`src/rtl/core/iia_pkg.sv`:
```
// Shared types and codes for the iterative integer ALU.
package iia_pkg;

  localparam int DATA_WIDTH_DEF = 32;
  localparam int REQ_W          = 3;
  localparam int ST_W           = 2;

  // Operation codes
  localparam logic [REQ_W-1:0] OP_ADD = 3'd0;
  localparam logic [REQ_W-1:0] OP_SUB = 3'd1;
  localparam logic [REQ_W-1:0] OP_MUL = 3'd2;
  localparam logic [REQ_W-1:0] OP_DIV = 3'd3;
  localparam logic [REQ_W-1:0] OP_POW = 3'd4;

  // Status codes
  localparam logic [ST_W-1:0] ST_OK       = 2'd0;
  localparam logic [ST_W-1:0] ST_DIV_ZERO = 2'd1;
  localparam logic [ST_W-1:0] ST_NEG_DIV  = 2'd2;

  typedef enum logic [3:0] {
    S_IDLE,
    S_DISPATCH,
    S_MUL,
    S_MUL_WB,
    S_DIV,
    S_DIV_WB,
    S_POW_CHECK,
    S_POW_ACC_LD,
    S_POW_ACC_MUL,
    S_POW_ACC_WB,
    S_POW_SQ_LD,
    S_POW_SQ_MUL,
    S_POW_SQ_WB,
    S_POW_WB,
    S_DONE
  } iia_state_t;

  typedef enum logic [3:0] {
    CMD_NONE,
    CMD_LOAD,
    CMD_DISPATCH,
    CMD_MUL_STEP,
    CMD_MUL_WB,
    CMD_DIV_STEP,
    CMD_DIV_WB,
    CMD_POW_LD_ACC,
    CMD_POW_LD_SQ,
    CMD_POW_WB_ACC,
    CMD_POW_WB_SQ,
    CMD_POW_WB
  } iia_cmd_t;

  // Status of the datapath as seen by the sequencer
  typedef struct packed {
    logic [REQ_W-1:0] req;
    logic             a_zero;
    logic             a_neg;
    logic             b_zero;
    logic             b_neg;
    logic             mul_last;
    logic             expo_zero;
    logic             expo_bit0;
    logic             expo_upper_zero;
  } iia_flags_t;

endpackage

```
`src/rtl/core/iterative_integer_alu.sv`:
```
// Iterative integer ALU (add, subtract, multiply, divide, power) with stream ports.
// One word in, one word out. Every operation runs through a single shared
// DATA_WIDTH-bit adder stepped by a sequencer, and the block takes no new word
// until the current one has been handed to the output register. Add, subtract,
// unused codes and every special case finish at dispatch; multiply runs one
// shift-add step per bit of the multiplier; divide runs one restoring step
// per bit of DATA_WIDTH; power runs a square-and-multiply loop in which
// each product is a shift-add of up to DATA_WIDTH steps, with a load before
// it and a write-back after it. A finished result may wait in the output
// register while the next word is accepted.
module iterative_integer_alu #(
  parameter int DATA_WIDTH = iia_pkg::DATA_WIDTH_DEF
) (
  input  logic                                      clk,
  input  logic                                      rst,
  input  logic                                      s_tvalid,
  output logic                                      s_tready,
  // operand_a, operand_b, zero padding
  input  logic [((2*DATA_WIDTH+7)/8)*8-1:0]         s_tdata,
  // req_type
  input  logic [iia_pkg::REQ_W-1:0]                 s_tuser,
  output logic                                      m_tvalid,
  input  logic                                      m_tready,
  // result_value, remainder_value, zero padding
  output logic [((2*DATA_WIDTH+7)/8)*8-1:0]         m_tdata,
  // status_code
  output logic [iia_pkg::ST_W-1:0]                  m_tuser
);
  import iia_pkg::*;

  localparam int TDATA_W = ((2*DATA_WIDTH+7)/8)*8;

  iia_cmd_t              cmd;
  iia_flags_t            flags;
  logic                  res_valid;
  logic                  out_free;
  logic                  cap;
  logic [DATA_WIDTH-1:0] res_value;
  logic [DATA_WIDTH-1:0] rem_value;
  logic [ST_W-1:0]       status;
  logic [DATA_WIDTH-1:0] out_res;
  logic [DATA_WIDTH-1:0] out_rem;
  logic [ST_W-1:0]       out_st;

  assign out_free = !m_tvalid || m_tready;
  assign cap      = res_valid && out_free;

  iia_seq #(
    .DATA_WIDTH (DATA_WIDTH)
  ) u_seq (
    .clk       (clk),
    .rst       (rst),
    .in_valid  (s_tvalid),
    .out_free  (out_free),
    .flags     (flags),
    .cmd       (cmd),
    .in_ready  (s_tready),
    .res_valid (res_valid)
  );

  iia_unit #(
    .DATA_WIDTH (DATA_WIDTH)
  ) u_unit (
    .clk       (clk),
    .cmd       (cmd),
    .in_req    (s_tuser),
    .in_a      (s_tdata[DATA_WIDTH-1:0]),
    .in_b      (s_tdata[2*DATA_WIDTH-1:DATA_WIDTH]),
    .flags     (flags),
    .res_value (res_value),
    .rem_value (rem_value),
    .status    (status)
  );

  // Output register: hold the word until the sink takes it
  always_ff @(posedge clk) begin
    if (rst) begin
      m_tvalid <= 1'b0;
    end else if (cap) begin
      m_tvalid <= 1'b1;
    end else if (m_tready) begin
      m_tvalid <= 1'b0;
    end
  end

  always_ff @(posedge clk) begin
    if (cap) begin
      out_res <= res_value;
      out_rem <= rem_value;
      out_st  <= status;
    end
  end

  assign m_tdata = TDATA_W'({out_rem, out_res});
  assign m_tuser = out_st;

  // An error word carries no quotient and no remainder
  a_err_zero: assert property (@(posedge clk) disable iff (rst)
    (m_tvalid && (m_tuser != ST_OK)) |-> (m_tdata == '0))
    else $error("error status with nonzero data");

  // Busy after accepting a word
  a_busy: assert property (@(posedge clk) disable iff (rst)
    (s_tvalid && s_tready) |=> !s_tready)
    else $error("ready held after accept");

  // No result can be captured the cycle after acceptance
  a_no_early: assert property (@(posedge clk) disable iff (rst)
    (s_tvalid && s_tready) |=> !cap)
    else $error("result captured before dispatch");

endmodule

```
`src/rtl/core/iia_unit.sv`:
```
// Datapath of the iterative integer ALU: operand registers and one shared adder.
module iia_unit #(
  parameter int DATA_WIDTH = iia_pkg::DATA_WIDTH_DEF
) (
  input  logic                        clk,
  input  iia_pkg::iia_cmd_t           cmd,
  input  logic [iia_pkg::REQ_W-1:0]   in_req,
  input  logic [DATA_WIDTH-1:0]       in_a,
  input  logic [DATA_WIDTH-1:0]       in_b,
  output iia_pkg::iia_flags_t         flags,
  output logic [DATA_WIDTH-1:0]       res_value,
  output logic [DATA_WIDTH-1:0]       rem_value,
  output logic [iia_pkg::ST_W-1:0]    status
);
  import iia_pkg::*;

  localparam int W = DATA_WIDTH;

  logic [REQ_W-1:0] req;
  logic [W-1:0]     ra;
  logic [W-1:0]     rb;
  logic [W-1:0]     mx;
  logic [W-1:0]     my;
  logic [W-1:0]     mp;
  logic [W-1:0]     quo;
  logic [W-1:0]     rem;
  logic [W-1:0]     acc;
  logic [W-1:0]     sq;
  logic [W-1:0]     expo;

  logic [W-1:0] add_x;
  logic [W-1:0] add_y;
  logic         add_sub;
  logic [W:0]   sum;
  logic [W-1:0] div_shift;

  // Partial remainder stays below the divisor, so its top bit is free
  assign div_shift = {rem[W-2:0], quo[W-1]};

  always_comb begin
    add_x   = ra;
    add_y   = rb;
    add_sub = 1'b0;
    case (cmd)
      CMD_DISPATCH: begin
        add_sub = (req == OP_SUB);
      end
      CMD_MUL_STEP: begin
        add_x = mp;
        add_y = mx;
      end
      CMD_DIV_STEP: begin
        add_x   = div_shift;
        add_sub = 1'b1;
      end
      default: ;
    endcase
  end

  assign sum = {1'b0, add_x} + {1'b0, (add_sub ? ~add_y : add_y)} + {{W{1'b0}}, add_sub};

  always_ff @(posedge clk) begin
    case (cmd)
      CMD_LOAD: begin
        req <= in_req;
        ra  <= in_a;
        rb  <= in_b;
      end
      CMD_DISPATCH: begin
        res_value <= '0;
        rem_value <= '0;
        status    <= ST_OK;
        mx        <= ra;
        my        <= rb;
        mp        <= '0;
        quo       <= ra;
        rem       <= '0;
        acc       <= W'(1);
        sq        <= ra;
        expo      <= rb;
        case (req) inside
          OP_ADD, OP_SUB: res_value <= sum[W-1:0];
          OP_DIV: begin
            if (rb == '0) begin
              status <= ST_DIV_ZERO;
            end else if (rb[W-1]) begin
              status <= ST_NEG_DIV;
            end else if (ra[W-1]) begin
              rem_value <= ra;
            end
          end
          OP_POW: begin
            if (rb == '0) begin
              res_value <= (ra == '0) ? '0 : W'(1);
            end else if (rb[W-1]) begin
              res_value <= ra;
            end
          end
          default: ;
        endcase
      end
      CMD_MUL_STEP: begin
        if (my[0]) begin
          mp <= sum[W-1:0];
        end
        mx <= {mx[W-2:0], 1'b0};
        my <= {1'b0, my[W-1:1]};
      end
      CMD_MUL_WB: res_value <= mp;
      CMD_DIV_STEP: begin
        if (sum[W]) begin
          rem <= sum[W-1:0];
          quo <= {quo[W-2:0], 1'b1};
        end else begin
          rem <= div_shift;
          quo <= {quo[W-2:0], 1'b0};
        end
      end
      CMD_DIV_WB: begin
        res_value <= quo;
        rem_value <= rem;
      end
      CMD_POW_LD_ACC: begin
        mx <= acc;
        my <= sq;
        mp <= '0;
      end
      CMD_POW_LD_SQ: begin
        mx <= sq;
        my <= sq;
        mp <= '0;
      end
      CMD_POW_WB_ACC: acc <= mp;
      CMD_POW_WB_SQ: begin
        sq   <= mp;
        expo <= {1'b0, expo[W-1:1]};
      end
      CMD_POW_WB: res_value <= acc;
      default: ;
    endcase
  end

  always_comb begin
    flags.req             = req;
    flags.a_zero          = (ra == '0);
    flags.a_neg           = ra[W-1];
    flags.b_zero          = (rb == '0);
    flags.b_neg           = rb[W-1];
    flags.mul_last        = (my[W-1:1] == '0);
    flags.expo_zero       = (expo == '0);
    flags.expo_bit0       = expo[0];
    flags.expo_upper_zero = (expo[W-1:1] == '0);
  end

endmodule

```
`src/rtl/core/iia_seq.sv`:
```
// Sequencer of the iterative integer ALU: steps the shared datapath per operation.
module iia_seq #(
  parameter int DATA_WIDTH = iia_pkg::DATA_WIDTH_DEF
) (
  input  logic                clk,
  input  logic                rst,
  input  logic                in_valid,
  input  logic                out_free,
  input  iia_pkg::iia_flags_t flags,
  output iia_pkg::iia_cmd_t   cmd,
  output logic                in_ready,
  output logic                res_valid
);
  import iia_pkg::*;

  localparam int CNT_W = $clog2(DATA_WIDTH);

  iia_state_t       state;
  iia_state_t       state_next;
  logic [CNT_W-1:0] cnt;
  logic             div_last;

  assign div_last = (cnt == CNT_W'(DATA_WIDTH - 1));

  always_ff @(posedge clk) begin
    if (rst) begin
      state <= S_IDLE;
      cnt   <= '0;
    end else begin
      state <= state_next;
      if (state == S_DIV) begin
        cnt <= cnt + CNT_W'(1);
      end else begin
        cnt <= '0;
      end
    end
  end

  always_comb begin
    state_next = state;
    unique case (state)
      S_IDLE: begin
        if (in_valid) state_next = S_DISPATCH;
      end
      S_DISPATCH: begin
        case (flags.req)
          OP_MUL: state_next = (flags.b_zero || flags.b_neg) ? S_DONE : S_MUL;
          OP_DIV: state_next = (flags.b_zero || flags.b_neg || flags.a_neg) ? S_DONE : S_DIV;
          OP_POW: state_next = (flags.b_zero || flags.b_neg || flags.a_zero) ?
                               S_DONE : S_POW_CHECK;
          default: state_next = S_DONE;
        endcase
      end
      S_MUL: begin
        if (flags.mul_last) state_next = S_MUL_WB;
      end
      S_MUL_WB: state_next = S_DONE;
      S_DIV: begin
        if (div_last) state_next = S_DIV_WB;
      end
      S_DIV_WB: state_next = S_DONE;
      S_POW_CHECK: begin
        if (flags.expo_zero) begin
          state_next = S_POW_WB;
        end else if (flags.expo_bit0) begin
          state_next = S_POW_ACC_LD;
        end else begin
          state_next = S_POW_SQ_LD;
        end
      end
      S_POW_ACC_LD: state_next = S_POW_ACC_MUL;
      S_POW_ACC_MUL: begin
        if (flags.mul_last) state_next = S_POW_ACC_WB;
      end
      // skip the last squaring: its value is never used
      S_POW_ACC_WB: state_next = flags.expo_upper_zero ? S_POW_SQ_WB : S_POW_SQ_LD;
      S_POW_SQ_LD: state_next = S_POW_SQ_MUL;
      S_POW_SQ_MUL: begin
        if (flags.mul_last) state_next = S_POW_SQ_WB;
      end
      S_POW_SQ_WB: state_next = S_POW_CHECK;
      S_POW_WB: state_next = S_DONE;
      S_DONE: begin
        if (out_free) state_next = S_IDLE;
      end
      default: state_next = S_IDLE;
    endcase
  end

  always_comb begin
    cmd       = CMD_NONE;
    in_ready  = 1'b0;
    res_valid = 1'b0;
    unique case (state)
      S_IDLE: begin
        in_ready = 1'b1;
        if (in_valid) cmd = CMD_LOAD;
      end
      S_DISPATCH:    cmd = CMD_DISPATCH;
      S_MUL:         cmd = CMD_MUL_STEP;
      S_MUL_WB:      cmd = CMD_MUL_WB;
      S_DIV:         cmd = CMD_DIV_STEP;
      S_DIV_WB:      cmd = CMD_DIV_WB;
      S_POW_CHECK:   cmd = CMD_NONE;
      S_POW_ACC_LD:  cmd = CMD_POW_LD_ACC;
      S_POW_ACC_MUL: cmd = CMD_MUL_STEP;
      S_POW_ACC_WB:  cmd = CMD_POW_WB_ACC;
      S_POW_SQ_LD:   cmd = CMD_POW_LD_SQ;
      S_POW_SQ_MUL:  cmd = CMD_MUL_STEP;
      S_POW_SQ_WB:   cmd = CMD_POW_WB_SQ;
      S_POW_WB:      cmd = CMD_POW_WB;
      S_DONE:        res_valid = 1'b1;
      default:       cmd = CMD_NONE;
    endcase
  end

endmodule

```
`config.mk`:
```
export PLATFORM = sky130hd
export DESIGN_NAME = iterative_integer_alu
export DESIGN_NICKNAME = d
export VERILOG_FILES = /design/src/rtl/core/iia_pkg.sv /design/src/rtl/core/iterative_integer_alu.sv /design/src/rtl/core/iia_unit.sv /design/src/rtl/core/iia_seq.sv
export SDC_FILE = /design/constraint.sdc
export NUM_CORES = 1
export LEC_CHECK = 0
export CORE_MARGIN = 4
export CORE_UTILIZATION = 64
export DETAILED_ROUTE_END_ITERATION = 8
export DONT_BUFFER_PORTS = 1
export PLACE_DENSITY = 0.79
export REMOVE_ABC_BUFFERS = 1
export SLEW_MARGIN = 20
export SYNTH_ARGS = -nofsm -noshare
export SYNTH_HDL_FRONTEND = slang
export SYNTH_SLANG_ARGS = --single-unit
```
`constraint.sdc`:
```
create_clock -name clk -period 5.25 [get_ports clk]
set_input_delay 0.525 -clock clk [delete_from_list [all_inputs] [get_ports clk]]
set_output_delay 0.525 -clock clk [all_outputs]
set_load 0.05 [all_outputs]
```
Word-level counts from Yosys, hierarchy flattened --
Index checks and enable logic that the tools add are counted.
Word-level totals: bits in registers 465, input port bits 71, output and inout port bits 68, word-level logic and storage cells 146
Cells by class: add/sub/neg operators 3, eq/ne operators 37, muxes and demuxes 50, bitwise logic cells 3, reductions and logical operators 32
Operators by type and width (number):
- one-hot mux 32 bit (2 select lines) | 8
- 2-to-1 mux 32 bit | 14
- one-hot mux 32 bit (4 select lines) | 2
- zero test 32 bit | 3
- one-hot mux 32 bit (3 select lines) | 1
- zero test 31 bit | 2
- one-hot mux 4 bit (13 select lines) | 1
- equality test 4 bit (second input constant) | 11
- 2-to-1 mux 4 bit | 11
- one-hot mux 4 bit (11 select lines) | 1
- adder 32 x 32 -> 33 bit | 1
- adder 33 x 1 -> 33 bit | 1
- equality test 4 x 3 -> 1 bit (second input constant) | 8
- NOT 32 bit | 1
- equality test 4 x 2 -> 1 bit (second input constant) | 4
- one-hot mux 4 bit (3 select lines) | 1
- nonzero test 2 bit | 6
- OR reduction 3 bit | 4
- != test 2 bit (second input constant) | 5
- equality test 4 x 1 -> 1 bit (second input constant) | 2
- 2-to-1 mux 1 bit | 8
- nonzero test 4 bit | 2
- equality test 3 x 2 -> 1 bit (second input constant) | 2
- AND reduction 6 bit | 1
- 18 further kinds | 25

Depth between registers and ports, before layout --
word-level depth 11, depth in mapped cells 20, depth with buffers taken out 16

Modules after synthesis --
From an unflattened synthesis, not the netlist that was laid out.
Second synthesis, totals: cell total of the unflattened synthesis 1806, area total of the unflattened synthesis 22426.5 µm²
By module, submodules not included:
- iia_unit | instances 1, cells an instance 1628, area an instance 19638.8 µm², seq. area each 11681.2 µm²
- iterative_integer_alu | instances 1, cells an instance 71, area an instance 2037.0 µm², seq. area each 2001.9 µm²
- iia_seq | instances 1, cells an instance 107, area an instance 750.7 µm², seq. area each 180.2 µm²

Worst setup path before layout --
No wires, ideal clock.
kind register to register, start point reg u_seq.state[2], end point reg u_unit.rem[29] (data pin), library setup time 0.268 ns, data arrival time 4.589 ns, data required time 4.982 ns, slack 0.393 ns, cell stages (with the launch flop) 19, buffers on the path 5, period minus slack after synthesis 4.857 ns, path through dfxtp_1 -> buf_2 -> and4b_1 -> a21oi_1 -> buf_1 -> clkbuf_1 -> mux2i_1 -> xor2_1 -> ha_1 -> and4_1 -> inv_1 -> o211a_1 -> a21oi_1 -> o2111ai_1 -> a21boi_0 -> o32a_1 -> clkbuf_1 -> clkbuf_1 -> o211ai_1
On the way: longest elaborated chain between the ends 11, elaborated cells between the ends (all ways) 27, those cells by class add/sub (2); eq/ne (15); mux (7); bitwise (1); reduce/logical (2)
Ends and longest elaborated chain:
- from (decl) | line iia_seq.sv:18 | iia_state_t state;
- from (signal assigned) | line iia_seq.sv:30 | state <= state_next;
- equality test 4 x 2 -> 1 bit or equality test 4 bit (tied branches) | line iia_seq.sv:94 | unique case (state)
- OR reduction 3 bit (no source line)
- one-hot mux 4 bit (11 select lines) (*) | line iia_seq.sv:94
- equality test 4 x 2 -> 1 bit | line iia_unit.sv:44 | case (cmd)
- 2-to-1 mux 32 bit | line iia_unit.sv:44
- NOT 32 bit | line iia_unit.sv:60 | assign sum = {1'b0, add_x} + {1'b0, (add_sub ? ~add_y : add_y)} + {{W{1'b0}}, add_sub};
- 2-to-1 mux 32 bit | line iia_unit.sv:60
- adder 32 x 32 -> 33 bit | line iia_unit.sv:60
- adder 33 x 1 -> 33 bit | line iia_unit.sv:60
- 2-to-1 mux 32 bit | line iia_unit.sv:111 | if (sum[W]) begin
- one-hot mux 32 bit (2 select lines) (*) | line iia_unit.sv:63 | case (cmd)
- to (signal assigned) | line iia_unit.sv:112 | rem <= sum[W-1:0];
- to (signal assigned) | line iia_unit.sv:115 | rem <= div_shift;
- to (decl) | line iia_unit.sv:26 | logic [W-1:0] rem;
Every way passes the cells marked *; elsewhere a longest branch is shown, timed or not. A chain may end at the register's enable or synchronous reset.

Final worst setup path --
start point reg u_seq.state[1], end point reg u_unit.res_value[30] (data pin)
On the way: longest elaborated chain between the ends 11, elaborated cells between the ends (all ways) 30, those cells by class add/sub (2); eq/ne (18); mux (7); bitwise (1); reduce/logical (2)
Ends and longest elaborated chain:
- equality test 4 x 2 -> 1 bit or equality test 4 bit (tied branches) | line iia_seq.sv:94
- OR reduction 3 bit (no source line)
- one-hot mux 4 bit (11 select lines) (*) | line iia_seq.sv:94
- equality test 4 x 2 -> 1 bit | line iia_unit.sv:44
- 2-to-1 mux 32 bit | line iia_unit.sv:44
- NOT 32 bit | line iia_unit.sv:60
- 2-to-1 mux 32 bit | line iia_unit.sv:60
- adder 32 x 32 -> 33 bit | line iia_unit.sv:60
- adder 33 x 1 -> 33 bit | line iia_unit.sv:60
- 2-to-1 mux 32 bit | line iia_unit.sv:81 | case (req) inside
- one-hot mux 32 bit (4 select lines) (*) | line iia_unit.sv:63
- to (signal assigned) | line iia_unit.sv:82 | OP_ADD, OP_SUB: res_value <= sum[W-1:0];
- to (signal assigned) | line iia_unit.sv:94 | res_value <= (ra == '0) ? '0 : W'(1);
- to (signal assigned) | line iia_unit.sv:96 | res_value <= ra;
- to (decl) | line iia_unit.sv:11 | output logic [DATA_WIDTH-1:0] res_value,
Marked as above.

==> flow_metrics.py <==
metrics = {
    "worst_setup_path": {
        "cp_data_arrival_time_ns": 5.51,
        "r2r-end": "u_unit.res_value[30]",
        "cp_slowest_cell": "a31oi_4",
        "crit_path_max_incr_delay_ns": 0.53,
        "crit_path_cell_trace": "nand2b_1 -> nand2b_1 -> inv_2 -> a31oi_4 -> mux2i_1 -> fa_1 -> a21o_1 -> a22oi_1 -> o211a_1 -> a21oi_1 -> o2111ai_1 -> buf_4 -> a21oi_1 -> a2111oi_0 -> o41ai_1 -> or3_1 -> a22oi_1",
        "critPathMaxFanout": 11,
        "critPathCaptureType": "flip-flop",
        "reg2reg_depth": 17,
        "path_class": "flip-flop to flip-flop",
        "rrSetupSlack_ns": 0.17,
        "cp-startpoint": "u_seq.state[1]",
        "startpoint_type": "flip-flop",
        "worstReg2RegStart": "u_seq.state[1]",
        "required_ns": 5.67,
        "critPathCapture": "u_unit.res_value[30]",
    },
    "floorplanning": {
        "die-area_mm2": 0.0375,
        "start_util": 0.654,
        "die_h_um": 194,
        "ioPinCount": 139,
        "core_mm2": 0.0338,
        "die_x_um": 194,
        "rows": 67,
    },
    "placement": {
        "placed_cells": 2193,
        "dp_hpwl_um": 42900,
        "io_buffers": 0,
        "place.gp.congestion": 0.984,
    },
    "cts": {
        "cts_sinks": 465,
        "cts_buffer_depth": 3,
        "clk_pin_slew_ns": 0.06,
        "cts_buffers": 46,
        "cts_tree": "built",
        "htree_num_levels": 2,
        "insertion_delay_ns": 0.59,
        "cts_root_buf": "clkbuf_16",
    },
    "timing": {
        "hold_viol": 0,
        "fin_worst_skew_ns": 0.0280,
        "maxSlewViolCount": 0,
        "worst_pin_slew_ns": 1.25,
        "fmax_mhz": 197,
        "slew_headroom": 0.163,
        "timing.final.crit_share": 0.969,
        "finalSetupViolCount": 0,
        "min_period_ns": 5.08,
        "rsz0062_at_grt": "false",
    },
    "detailed_routing": {
        "drtIter0Drc": 2488,
        "drc": 0,
        "drtPass1Iterations": 9,
        "vias": 16400,
        "drt_wl_total_um": 67200,
        "via_per_inst": 7.19,
        "wl_per_cell_um": 29.4,
        "antenna_left": 0,
    },
    "finish": {
        "nNetsFinal": 1902,
        "syn_to_final_growth_pct": 11.0,
        "multi_input_area_mm2": 0.00789,
        "drive_gt1_frac": 0.130,
        "instances_no_fill": 2283,
        "final_cell_mix": "edfxtp_1 (455), nand2_1 (333), a22oi_1 (116), nor2_1 (77), a21oi_1 (67)",
        "layout_commonest_cell": "edfxtp_1",
        "nFillCells": 2206,
        "seqCellArea_mm2": 0.0139,
    },
    "grt": {
        "grt_first_pass_wirelength_um": 100000,
        "grt-busiest-layer": "met2",
        "grt_max_degree": 68,
        "grt_overflow": 0,
        "track_usage": 0.348,
        "grtUsageMet1": 0.457,
        "use_met2": 0.548,
        "grt_util_met3": 0.0740,
        "first_global_vias": 16100,
        "grt_antenna_before_repair": 2,
    },
    "logic_synthesis": {
        "yosysWarnings": 0,
        "synth_edf_count": 455,
        "synthArstFlopShare": 0,
        "yosysSeqAreaShare": 0.628,
        "synth_area_mm2": 0.0221,
        "syn-instance-count": 1797,
        "synth_cell_types": 70,
        "synth_ff_type": "edfxtp_1",
        "avgSynthCellArea_um2": 12.3,
        "ys_ff_latch": 465,
    },
    "status": {
        "status": "finished, final reports clean",
    },
    "worst_hold_path": {
        "hp-class": "input port to flip-flop",
        "whs_path_depth": 1,
    },
    "flow_run": {
        "maxCapViolCount": 0,
    },
}
==> critical path, delay by kind of cell, from the launching register on <==
family / cells / cell delay, ns
compound gates: 10 / 2.65
flops: 1 / 0.52
fa+ha+maj: 1 / 0.51
buf+inv: 2 / 0.29
simple gates: 3 / 0.68
mux: 1 / 0.25
==> per-stage QoR <==
step / area (um2) / setup TNS (ns) / utilization / setup slack [ns] / hold WS (ns)
2_1_floorplan: 21700 / -696.31 / - / -3.96 / 0.400
3_3_place_gp: 22900 / 0 / 0.677 / 0.313 / 0.401
3_5_place_dp: 22900 / 0 / 0.677 / 0.246 / 0.405
4_1_cts: 24500 / 0 / 0.724 / 0.200 / 0.000928
5_1_grt: 24500 / 0 / 0.725 / 0.0223 / 0.0139
6_report: 24500 / 0 / 0.725 / 0.165 / 0.0169
==> sequential cells by signal, summed over array words and instances, names as in the netlist, 32 cells and up <==
name and count:
u_unit.mx 32, u_unit.ra 32, u_unit.quo 32, u_unit.sq 32
u_unit.my 32, u_unit.rem_value 32, u_unit.rb 32, u_unit.expo 32
out_res 32, u_unit.res_value 32, u_unit.mp 32, u_unit.acc 32
out_rem 32, u_unit.rem 32
==> worst min path at each step <==
stage          slack (ns)            to                 start
2_1_floorplan        0.40    m_tuser[0]      u_unit.status[0]
3_3_place_gp         0.40    out_rem[4]   u_unit.rem_value[4]
3_5_place_dp         0.40   out_res[18]  u_unit.res_value[18]
4_1_cts            0.0009  u_seq.cnt[3]                   rst
5_1_grt              0.01  u_seq.cnt[3]                   rst
6_report             0.02  u_seq.cnt[3]                   rst
==> cells by family after synthesis <==
group | count (synthesis) | share of synthesized area
AOI/OAI and AO/OA | 408 | 0.134
DFF | 465 | 0.628
adders and majority gates | 34 | 0.0196
muxes | 98 | 0.0481
buffers and inverters | 125 | 0.0215
and+or+nand+nor | 606 | 0.125
xor gates and xnor gates | 61 | 0.0242
==> cells in the mapped netlist (all sizes together) (13+ instances only) <==
cell,n,area [um2]
a21o,19,143
a21oi,68,340
a222oi,23,230
a22o,35,307
a22oi,116,871
a31oi,33,221
and2,54,338
buf,20,80.1
clkbuf,92,345
edfxtp,455,13700
ha,33,413
inv,13,48.8
mux2,65,732
mux2i,33,330
nand2,335,1260
nand2b,17,106
nor2,84,315
nor3,16,80.1
nor4,32,200
o21ai,46,230
xnor2,21,184
xor2,40,350
==> metal layers <==
metal	wire [um]	vias to the layer above	part of all wire
met5	0	-	0
met4	4040	0	0.060
met3	7590	312	0.11
met2	31300	1335	0.47
met1	24300	7929	0.36
li1	-	6842	-
==> repair_timing <==
| item | CTS | global route |
|---|---|---|
| hold buffers | 1 | 0 |
| gates resized for setup | 0 | 1 |
| hold endpoints to repair | 8 | 0 |
| setup endpoints to repair | 0 | 6 |
| buffers inserted | 0 | 3 |
==> cell type report <==
type / instances / area share
well taps: 448 / 0.0229
clock inverters: 29 / 0.0135
repair buffers: 64 / 0.0228
multi-input cells: 1207 / 0.322
diodes: 1 / 0.000102
inverters: 13 / 0.00199
flip-flops and latches: 465 / 0.566
clock buffers: 56 / 0.0511
Power is not shown: default switching activity piles up to over one toggle a cycle in this logic, so the estimate is an artifact.
